--- config.mk ---
export PLATFORM = sky130hd
export DESIGN_NAME = indexed_sequence_store_unit_flat
export DESIGN_NICKNAME = d
export VERILOG_FILES = /design/src/rtl/core/isu_pkg.sv /design/src/rtl/core/isu_stream_if.sv /design/src/rtl/core/indexed_sequence_store_unit.sv /design/src/flat_wrapper.sv
export VERILOG_INCLUDE_DIRS = /design/src /design/src/rtl/core
export SDC_FILE = /design/constraint.sdc
export NUM_CORES = 2
export LEC_CHECK = 0
export BUFFER_PORTS_ARGS = -buffer_cell sky130_fd_sc_hd__buf_2
export CORE_AREA = 2 2 460 804
export DETAILED_ROUTE_END_ITERATION = 12
export DIE_AREA = 0 0 462 806
export GPL_ROUTABILITY_DRIVEN = 0
export PLACE_DENSITY = 0.35
export SYNTH_ARGS = -nofsm -noshare
export SYNTH_HDL_FRONTEND = slang
export SYNTH_SLANG_ARGS = --single-unit
--- constraint.sdc ---
create_clock -name i_clk -period 7.8 [get_ports i_clk]
set_input_delay 1.56 -clock i_clk [delete_from_list [all_inputs] [get_ports i_clk]]
set_output_delay 1.56 -clock i_clk [all_outputs]
set_load 0.02 [all_outputs]
--- src/rtl/core/assert_macros.svh ---
// Assertion macros shared by the RTL of the indexed sequence store.
// No dependencies; included by each module that carries assertions.
`ifndef ASSERT_MACROS_SVH
`define ASSERT_MACROS_SVH

// Condition holds at every clock edge out of reset
`define ISU_ASSERT_ALWAYS(label, clk, rst_n, cond, msg) \
    label: assert property (@(posedge clk) disable iff (!rst_n) (cond)) else $error(msg);

// Consequent holds in the same cycle as the antecedent
`define ISU_ASSERT_IMPL(label, clk, rst_n, ante, cons, msg) \
    label: assert property (@(posedge clk) disable iff (!rst_n) (ante) |-> (cons)) \
        else $error(msg);

// Consequent holds in the cycle after the antecedent
`define ISU_ASSERT_NEXT(label, clk, rst_n, ante, cons, msg) \
    label: assert property (@(posedge clk) disable iff (!rst_n) (ante) |=> (cons)) \
        else $error(msg);

`endif

--- src/rtl/core/isu_pkg.sv ---
// Package for the indexed sequence store: word types, operation and status codes.
// No dependencies; used by the stream interface users and the top level.
package isu_pkg;

    localparam int OP_W      = 3;
    localparam int POS_W     = 7;
    localparam int VAL_W     = 32;
    localparam int STAT_W    = 2;
    localparam int CNT_OUT_W = 7;

    // Default number of elements held
    localparam int CAPACITY_DEF = 64;

    // Operation codes
    localparam logic [OP_W-1:0] OP_GET      = 3'd0;
    localparam logic [OP_W-1:0] OP_INS_HEAD = 3'd1;
    localparam logic [OP_W-1:0] OP_INS_TAIL = 3'd2;
    localparam logic [OP_W-1:0] OP_INS_AT   = 3'd3;
    localparam logic [OP_W-1:0] OP_DEL      = 3'd4;

    // Status codes
    localparam logic [STAT_W-1:0] ST_DONE  = 2'd0;
    localparam logic [STAT_W-1:0] ST_RANGE = 2'd1;
    localparam logic [STAT_W-1:0] ST_FULL  = 2'd2;

    typedef logic [CNT_OUT_W-1:0] t_cnt_out;

    // Request word
    typedef struct packed {
        logic [OP_W-1:0]         op;
        logic [POS_W-1:0]        position;
        logic signed [VAL_W-1:0] item_value;
    } t_req;

    // Response word
    typedef struct packed {
        logic [STAT_W-1:0]       status;
        logic signed [VAL_W-1:0] read_value;
        t_cnt_out                count_after;
    } t_rsp;

endpackage

--- src/rtl/core/isu_stream_if.sv ---
// Valid/ready stream interface carrying one word of type T per handshake.
// No dependencies; the payload type is given where the interface is instantiated.
interface isu_stream_if #(
    parameter type T = logic
);
    logic valid;
    logic ready;
    T     data;

    modport source (output valid, output data, input ready);
    modport sink   (input valid, input data, output ready);
endinterface

--- src/rtl/core/indexed_sequence_store_unit.sv ---
// Indexed sequence store: get, insert and delete by position over a single-port store.
// Depends on isu_pkg, isu_stream_if and assert_macros.svh.
//
//   channel  dir  word          handshake
//   i_req    in   isu_pkg::t_req  valid/ready, taken when both high
//   o_rsp    out  isu_pkg::t_rsp  valid/ready, taken when both high
//
// Sequence: a get goes through check and a store read, then the response handshake;
// a rejected request or unused code goes from check to the response; an insert or
// delete moves each element with one read and one write of the single store port,
// then a finish state updates the count before the handshake. One request in flight.
// Reset clears the count and sequencer; the store contents need no clearing.
// A stalled response holds the block until o_rsp.ready is seen.
`include "assert_macros.svh"

module indexed_sequence_store_unit #(
    parameter int CAPACITY = isu_pkg::CAPACITY_DEF
) (
    input  logic        i_clk,
    input  logic        i_rst_n,
    isu_stream_if.sink   i_req,
    isu_stream_if.source o_rsp
);

    localparam int CW   = $clog2(CAPACITY + 1);
    localparam int AW   = (CAPACITY > 2) ? $clog2(CAPACITY) : 1;
    localparam int CMPW = (CW > isu_pkg::POS_W) ? CW : isu_pkg::POS_W;

    // Sequencer states
    localparam logic [2:0] S_IDLE  = 3'd0;
    localparam logic [2:0] S_CHECK = 3'd1;
    localparam logic [2:0] S_GET   = 3'd2;
    localparam logic [2:0] S_RD    = 3'd3;
    localparam logic [2:0] S_WR    = 3'd4;
    localparam logic [2:0] S_FIN   = 3'd5;
    localparam logic [2:0] S_OUT   = 3'd6;

    logic [2:0]                       r_state, n_state;
    logic [CW-1:0]                    r_count, n_count;
    logic [CW-1:0]                    r_idx, n_idx;
    logic [CW-1:0]                    r_lim, n_lim;
    logic                             r_dir, n_dir;       // 1 insert (move up), 0 delete
    logic [isu_pkg::OP_W-1:0]         r_op, n_op;
    logic [isu_pkg::POS_W-1:0]        r_pos, n_pos;
    logic signed [isu_pkg::VAL_W-1:0] r_val, n_val;
    logic [isu_pkg::STAT_W-1:0]       r_status, n_status;
    logic signed [isu_pkg::VAL_W-1:0] r_rd_value, n_rd_value;

    // Element store, one write and one registered read per cycle
    logic signed [isu_pkg::VAL_W-1:0] r_mem [CAPACITY];
    logic signed [isu_pkg::VAL_W-1:0] r_rdata;

    logic [CMPW-1:0]                  pos_x, cnt_x, ins_pos;
    logic [CW-1:0]                    step;
    logic                             mem_we, mem_re;
    logic [AW-1:0]                    mem_raddr;
    logic signed [isu_pkg::VAL_W-1:0] mem_wdata;

    assign pos_x = CMPW'(r_pos);
    assign cnt_x = CMPW'(r_count);

    // Shared index unit: one step up or down
    assign step = r_dir ? (r_idx - CW'(1)) : (r_idx + CW'(1));

    // Target place of an insert
    always_comb begin
        case (r_op)
            isu_pkg::OP_INS_HEAD: ins_pos = '0;
            isu_pkg::OP_INS_TAIL: ins_pos = cnt_x;
            default:              ins_pos = pos_x;
        endcase
    end

    // Store port control
    assign mem_we    = (r_state == S_WR) || ((r_state == S_FIN) && r_dir);
    assign mem_wdata = (r_state == S_WR) ? r_rdata : r_val;
    assign mem_re    = (r_state == S_RD)
                    || ((r_state == S_CHECK) && (r_op == isu_pkg::OP_GET) && (pos_x < cnt_x));
    assign mem_raddr = (r_state == S_RD) ? step[AW-1:0] : pos_x[AW-1:0];

    always_ff @(posedge i_clk) begin
        if (mem_we) begin
            r_mem[r_idx[AW-1:0]] <= mem_wdata;
        end
        if (mem_re) begin
            r_rdata <= r_mem[mem_raddr];
        end
    end

    // Sequencer
    always_comb begin
        n_state    = r_state;
        n_count    = r_count;
        n_idx      = r_idx;
        n_lim      = r_lim;
        n_dir      = r_dir;
        n_op       = r_op;
        n_pos      = r_pos;
        n_val      = r_val;
        n_status   = r_status;
        n_rd_value = r_rd_value;
        case (r_state)
            S_IDLE: begin
                if (i_req.valid) begin
                    n_op    = i_req.data.op;
                    n_pos   = i_req.data.position;
                    n_val   = i_req.data.item_value;
                    n_state = S_CHECK;
                end
            end
            S_CHECK: begin
                n_status   = isu_pkg::ST_DONE;
                n_rd_value = '1;
                n_state    = S_OUT;
                case (r_op)
                    isu_pkg::OP_GET: begin
                        if (pos_x < cnt_x) begin
                            n_state = S_GET;
                        end else begin
                            n_status = isu_pkg::ST_RANGE;
                        end
                    end
                    isu_pkg::OP_INS_HEAD, isu_pkg::OP_INS_TAIL, isu_pkg::OP_INS_AT: begin
                        if (ins_pos > cnt_x) begin
                            n_status = isu_pkg::ST_RANGE;
                        end else if (r_count == CW'(CAPACITY)) begin
                            n_status = isu_pkg::ST_FULL;
                        end else begin
                            n_dir   = 1'b1;
                            n_idx   = r_count;
                            n_lim   = CW'(ins_pos);
                            n_state = (ins_pos == cnt_x) ? S_FIN : S_RD;
                        end
                    end
                    isu_pkg::OP_DEL: begin
                        if (pos_x < cnt_x) begin
                            n_dir   = 1'b0;
                            n_idx   = CW'(pos_x);
                            n_lim   = r_count - CW'(1);
                            n_state = (CW'(pos_x) == (r_count - CW'(1))) ? S_FIN : S_RD;
                        end else begin
                            n_status = isu_pkg::ST_RANGE;
                        end
                    end
                    default: begin
                    end
                endcase
            end
            S_GET: begin
                n_rd_value = r_rdata;
                n_state    = S_OUT;
            end
            S_RD: begin
                n_state = S_WR;
            end
            S_WR: begin
                n_idx   = step;
                n_state = (step == r_lim) ? S_FIN : S_RD;
            end
            S_FIN: begin
                n_count = r_dir ? (r_count + CW'(1)) : (r_count - CW'(1));
                n_state = S_OUT;
            end
            S_OUT: begin
                if (o_rsp.ready) begin
                    n_state = S_IDLE;
                end
            end
            default: begin
                n_state = S_IDLE;
            end
        endcase
    end

    // Control registers
    always_ff @(posedge i_clk) begin
        if (!i_rst_n) begin
            r_state <= S_IDLE;
            r_count <= '0;
        end else begin
            r_state <= n_state;
            r_count <= n_count;
        end
    end

    // Payload registers
    always_ff @(posedge i_clk) begin
        r_idx      <= n_idx;
        r_lim      <= n_lim;
        r_dir      <= n_dir;
        r_op       <= n_op;
        r_pos      <= n_pos;
        r_val      <= n_val;
        r_status   <= n_status;
        r_rd_value <= n_rd_value;
    end

    // Ports
    assign i_req.ready            = (r_state == S_IDLE);
    assign o_rsp.valid            = (r_state == S_OUT);
    assign o_rsp.data.status      = r_status;
    assign o_rsp.data.read_value  = r_rd_value;
    assign o_rsp.data.count_after = isu_pkg::t_cnt_out'(r_count);

    // Checks
    `ISU_ASSERT_ALWAYS(a_count_bound, i_clk, i_rst_n, r_count <= CW'(CAPACITY), "count above capacity")
    `ISU_ASSERT_IMPL(a_ins_not_full, i_clk, i_rst_n, (r_state == S_FIN) && r_dir, r_count < CW'(CAPACITY), "insert completes on a full store")
    `ISU_ASSERT_IMPL(a_move_open, i_clk, i_rst_n, r_state == S_WR, r_idx != r_lim, "element move past its limit")
    `ISU_ASSERT_NEXT(a_rsp_release, i_clk, i_rst_n, o_rsp.valid && o_rsp.ready, i_req.ready && !o_rsp.valid, "sequencer not idle after response")

endmodule

--- src/flat_wrapper.sv ---
// flat-port wrapper written by rule: the top's interface ports become plain ports
module indexed_sequence_store_unit_flat 
#(
    parameter int CAPACITY = isu_pkg::CAPACITY_DEF
)
  (i_clk, i_rst_n, i_req_valid, i_req_data, i_req_ready, o_rsp_valid, o_rsp_data, o_rsp_ready);
  isu_stream_if #(.T(isu_pkg::t_req)) i_req_i ();
  isu_stream_if #(.T(isu_pkg::t_rsp)) o_rsp_i ();
  input  logic i_clk;
  input  logic i_rst_n;
  input wire logic [$bits(i_req_i.valid)-1:0] i_req_valid;
  input wire logic [$bits(i_req_i.data)-1:0] i_req_data;
  output wire logic [$bits(i_req_i.ready)-1:0] i_req_ready;
  output wire logic [$bits(o_rsp_i.valid)-1:0] o_rsp_valid;
  output wire logic [$bits(o_rsp_i.data)-1:0] o_rsp_data;
  input wire logic [$bits(o_rsp_i.ready)-1:0] o_rsp_ready;
  assign i_req_i.valid = i_req_valid;
  assign i_req_i.data = i_req_data;
  assign i_req_ready = i_req_i.ready;
  assign o_rsp_valid = o_rsp_i.valid;
  assign o_rsp_data = o_rsp_i.data;
  assign o_rsp_i.ready = o_rsp_ready;
  indexed_sequence_store_unit #(.CAPACITY(CAPACITY)) u_core (.i_clk(i_clk), .i_rst_n(i_rst_n), .i_req(i_req_i), .o_rsp(o_rsp_i));
endmodule
---- Word level (Yosys, flattened, before mapping) ----
Memory sizes are Yosys's and may differ from the RTL's. A register that Yosys moved wholly into a read port is not among the register bits.
Cells that the tools add are included.
cells by class
  $add $sub $neg .......................... 4
  order comparisons ....................... 2
  eq/ne operators ......................... 23
  muxes and demuxes ....................... 36
  reductions and logical operators ........ 17
operators by type and width
  kind                                                                    count
  32-bit one-hot mux with 2 select lines                                  1
  7-bit 2-to-1 mux                                                        8
  7-bit one-hot mux with 2 select lines                                   4
  32-bit 2-to-1 mux                                                       1
  3-bit 2-to-1 mux                                                        9
  7-bit equality test                                                     3
  3-bit one-hot mux with 6 select lines                                   1
  7-bit by 1-bit adder with 7-bit output (second input constant)          2
  7-bit by 1-bit subtractor with 7-bit output (second input constant)     2
  3-bit by 2-bit equality test with 1-bit output (second input constant)  4
  3-bit equality test (second input constant)                             4
  3-bit != test (second input constant)                                   4
  5-bit AND reduction                                                     2
  3-bit one-hot mux with 3 select lines                                   1
  7-bit equality test (second input constant)                             1
  7-bit greater-than comparator                                           1
  7-bit less-than comparator                                              1
  3-bit by 1-bit equality test with 1-bit output (second input constant)  2
  3-bit zero test                                                         2
  1-bit 2-to-1 mux                                                        6
  6-bit 2-to-1 mux                                                        1
  2-bit != test (second input constant)                                   3
  2-bit nonzero test                                                      3
  2-bit 2-to-1 mux                                                        2
  other kinds (8)                                                         14
storage, ports and cells
  bits in registers ....................... 101
  memory bits (writable) .................. 2048
  input bits .............................. 46
  output and inout bits ................... 43
  word-level logic and storage cells ...... 93
  memories ................................ 1
memories
  name          depth  width  read ports  clocked after memory_dff  write ports  RTL line                           text
  u_core.r_mem  64     32     1           1                         1            indexed_sequence_store_unit.sv:50  logic signed [isu_pkg::VAL_W-1:0] r_mem [CAPACITY];

---- Logic depth before layout (Yosys ltp) ----
  depth after elaboration ................. 8
  depth in mapped cells ................... 13

---- Worst setup path before layout ----
OpenSTA, ideal clock, no wires.
  kind .................................... flip-flop to flip-flop
  from .................................... register u_core.r_pos, in the netlist u_core.pos_x[3]
  to ...................................... register u_core.r_dir, enable pin
  library setup time ...................... 0.388 ns
  data arrival time ....................... 3.034 ns
  required time ........................... 7.412 ns
  slack ................................... 4.379 ns
  cell stages (with the launch flop) ...... 13
  buffers on the path ..................... 3
  period minus slack after synthesis ...... 3.421 ns
  path through ............................ edfxtp_1 > buf_2 > buf_2 > buf_2 > a22o_1 > a22o_1 > ha_1 > a21o_1 > a21oi_1 > nor2b_1 > o31ai_1 > nand2b_1 > a21boi_0
between the ends
  word-level cells in the longest chain between the ends .. 4
  elaborated cells on any way between the ends .. 6
ends and longest elaborated chain
  what                                      RTL line                            text
  start, declared                           indexed_sequence_store_unit.sv:44   logic [isu_pkg::POS_W-1:0] r_pos, n_pos;
  start signal, assigned                    indexed_sequence_store_unit.sv:192  r_pos <= n_pos;
  7-bit one-hot mux with 2 select lines     indexed_sequence_store_unit.sv:67   case (r_op)
  7-bit greater-than comparator             indexed_sequence_store_unit.sv:124  if (ins_pos > cnt_x) begin
  2-bit != test (no source line)            n/a
  5-bit AND reduction (no source line) (*)  n/a
  end signal, assigned                      indexed_sequence_store_unit.sv:190  r_dir <= n_dir;
  end, declared                             indexed_sequence_store_unit.sv:42   logic r_dir, n_dir;
Every way passes the cells marked *; elsewhere a longest branch is shown, timed or not.
A chain may end at the register's enable or synchronous reset.

---- Final worst setup path ----
  from .................................... register u_core.r_dir
  to ...................................... register u_core.r_rdata[25] in the netlist's numbering, read port of u_core.r_mem, data pin
between the ends
  word-level cells in the longest chain between the ends .. 2
ends and longest elaborated chain
  what              RTL line                           text
  7-bit 2-to-1 mux  indexed_sequence_store_unit.sv:63  assign step = r_dir ? (r_idx - CW'(1)) : (r_idx + CW'(1));
  6-bit 2-to-1 mux  indexed_sequence_store_unit.sv:79  assign mem_raddr = (r_state == S_RD) ? step[AW-1:0] : pos_x[AW-1:0];
  end, declared     indexed_sequence_store_unit.sv:51  logic signed [isu_pkg::VAL_W-1:0] r_rdata;
No other way between the ends.

==> metrics.md <==
| Metric | Value |
|---|---|
| Cells after DPL | `11,482` |
| CP startpoint kind | `flip-flop` |
| Hold slack | `0.652 ns` |
| Power Density | `332 mW/mm2` |
| Minimum clock period | `5.32 ns` |
| DP HPWL | `201,000 um` |
| Syn Inst Count | `6,813` |
| Setup crit end kind | `flip-flop` |
| Lkg Pwr | `33.6 nW` |
| Hold Buf Count CTS | `0` |
| H-tree Lvls | `4` |
| Vias per cell | `4.97` |
| Total power | `0.0350 W` |
| Critical path class | `reg -> reg` |
| Share of cells above drive strength 1 | `12.4%` |
| DRC viols | `0` |
| Post-layout util | `28.8%` |
| Post-Syn Area | `0.0911 mm2` |
| Final Cycle Share | `68.2%` |
| RSZ-0062 raised after global routing | `false` |
| Hold Crit Class | `reg -> reg` |
| Initial core utilization | `24.9%` |
| Via Count | `59,440` |
| # resized after CTS | `0` |
| Req. time, crit path | `8.56 ns` |
| Cell breakdown of the critical path | `ha_1 > o21ai_4 > buf_4 > nor2_4 > o31a_4 > nor2_4 > buf_4 > a32oi_1 > a41oi_1 > buf_4 > and4_1` |
| Synthesized flop and latch total | `2,181` |
| Sequential element share of the synthesized area | `71.7%` |
| Die area | `0.372 mm2` |
| Ports | `89` |
| Area Growth Syn to Fin | `15.7%` |
| CP max stage delay | `0.83 ns` |
| Post-Route WL | `365,000 um` |
| Vias in the first global route | `59,394` |
| Die Span Y | `806 um` |
| Worst Skew | `0.0553 ns` |
| Crit path from | `u_core.r_dir$_DFFE_PP_` |
| Number of core rows | `294` |
| Peak supply drop | `225 uV` |
| TNS Setup | `0 ns` |
| CTS tree | `built` |
| Worst slew pin tran | `1.20 ns` |
| Number of synthesized flops with an enable pin | `2,171` |
| Post-Synthesis Net Count | `6,882` |
| Initial antenna violation count | `31` |
| Max-Cap Viols | `0` |
| CTS buffer count | `224` |
| Highest net fanout along the worst path | `37` |
| Post-CTS Setup Bufs | `0` |
| Worst skew pair latency | `0.93 ns` |
| Core area | `0.366 mm2` |
| Initial DRT Pass Iterations | `5` |
| Syn avg cell area | `13.4 um2` |
| Non-filler cells, final | `11,965` |
| Fill cells | `36,932` |
| Synth warnings | `0` |
| DR iter-0 viols | `4,852` |
| Max Clk Rate | `0.188 GHz` |
| Hold_sp | `u_core.cnt_x[5]$_SDFFE_PN0N_` |
| WL per Instance | `30.5 um` |
| Max-slew violation count | `0` |
| Slew margin rel. | `18.8%` |
| Clock Path Buffers | `4` |
| Number of port buffers | `88` |
| GRT Util Overall | `19.2%` |
| RR Startpoint | `u_core.r_dir$_DFFE_PP_` |
| Endpoints failing hold | `0` |
| Critical Path Most Common Cell | `buf_4` |
| Final Setup Violations | `0` |
| Most frequent cells in the layout | `edfxtp_1, nand2_1, nand3_1` |
| First-pass GRT wire length | `501,000 um` |
| Post-route ant nets | `0` |
| Maximum number of pins on one net before global-route repair | `156` |
| Most used DFF post-synth | `edfxtp_1` |
| Arrival time worst endpoint | `6.08 ns` |
| Outcome | `completed` |
| Unique masters post-synth | `77` |
| Worst-path clk slew | `0.07 ns` |
| Clock sinks | `2,181` |
| Reg2Reg Setup Slack | `2.48 ns` |
| Final nets | `6,893` |
| Chip Width | `462 um` |
| Commonest non-fill, non-tap cell in the layout | `edfxtp_1` |
| Async set-reset flop share out of synthesis | `0%` |
| Clock Tree Root | `clkbuf_16` |
| Slowest-stage cell, CP | `edfxtp_1` |
| Total global routing overflow | `0` |
[routing by layer]
metal  share of wire [%]  vias up  global-route usage, %
met1                  40    31360                   23.2
met2                  53     1613                   35.6
met5              0.0044        -                      0
met3                 4.0      432                   1.83
met4                 3.2        2                   5.81
li1                    -    26033                      -
[report_power, final]
part | internal (W) | switching [W] | total, W
sequential | 0.0143 | 0.000191 | 0.0145
combinational | 0.00214 | 0.00749 | 0.00963
clock | 0.00598 | 0.00486 | 0.0108
[area by class of cell]
class	instances	area (um2)	share of cell area (%)
sequential	2181	65400	62.0
multi-input combinational	4085	24100	22.9
tap	4884	6110	5.80
clock buffer	279	5880	5.57
timing repair buffer	313	2490	2.36
clock inverter	122	1130	1.07
antenna	82	205	0.195
inverter	19	71.3	0.0677
[state kept, by name, summed over array words and instances (netlist names)]
name	flops
u_core.r_lim	7
u_core.r_val	32
u_core.r_state	3
u_core.r_rdata	32
u_core.r_rd_value	32
u_core.pos_x	7
u_core.r_idx	7
u_core.cnt_x	7
u_core.r_dir	1
u_core.r_status	2
u_core.r_mem	2048
u_core.r_op	3
[critical path, delay by kind of cell, from the launching register on]
| family | cells | cell delay [ns] |
|---|---|---|
| buffers and inverters | 3 | 1.22 |
| flip-flops | 1 | 0.83 |
| AO/OA/AOI/OAI | 4 | 1.68 |
| adder cells (fa/ha/maj) | 1 | 0.48 |
| AND/OR/NAND/NOR | 3 | 0.91 |
[path summary, 6_finish.rpt]
check / end / cells after the start
min: u_core.cnt_x[5]$_SDFFE_PN0N_ / 2
min reg2reg: u_core.cnt_x[5]$_SDFFE_PN0N_ / 2
max reg2reg: u_core.r_rdata[25]$_DFFE_PP_ / 11
max: u_core.r_rdata[25]$_DFFE_PP_ / 11
[synthesized netlist by cell type, drive strengths merged, types with 6 or more instances]
cell	instances	share of area (%)
edfxtp	2171	72
nand2	1494	6.2
nand3	760	4.2
a21oi	308	1.7
clkbuf	281	1.2
mux2i	259	2.8
buf	247	1.4
nand4	163	1.1
mux2	126	1.6
o2111ai	125	1.2
nor2	108	0.45
o211ai	95	0.79
o22ai	64	0.44
a32oi	63	0.61
o21ai	48	0.26
nor3	39	0.22
a22oi	38	0.31
or3	38	0.26
a211oi	34	0.29
a21o	34	0.28
a41oi	33	0.32
nor4	33	0.23
a211o	32	0.31
and4	32	0.31
a221oi	31	0.30
ha	22	0.30
inv	19	0.078
xnor2	17	0.16
a22o	13	0.12
mux4	12	0.30
dfxtp	10	0.22
xor2	7	0.076
nand3b	6	0.049
[logic make-up after synthesis]
group	count (synthesis)	share of synthesized area (%)
AOI/OAI and AO/OA	941	7.18
adders and majority gates	23	0.324
buffers and inverters	547	2.59
xor gates and xnor gates	26	0.288
muxes	397	4.70
DFF	2181	71.7
and+or+nand+nor	2698	13.2
[per-stage QoR]
stage,cell area (um2),worst slack [ns]
3_5_place_dp,98200,2.36
2_1_floorplan,91100,4.38
6_report,105000,2.48
5_1_grt,105000,2.36
3_3_place_gp,98200,2.39
4_1_cts,105000,2.33
No activity file was read; power rests on OpenSTA's default activity.
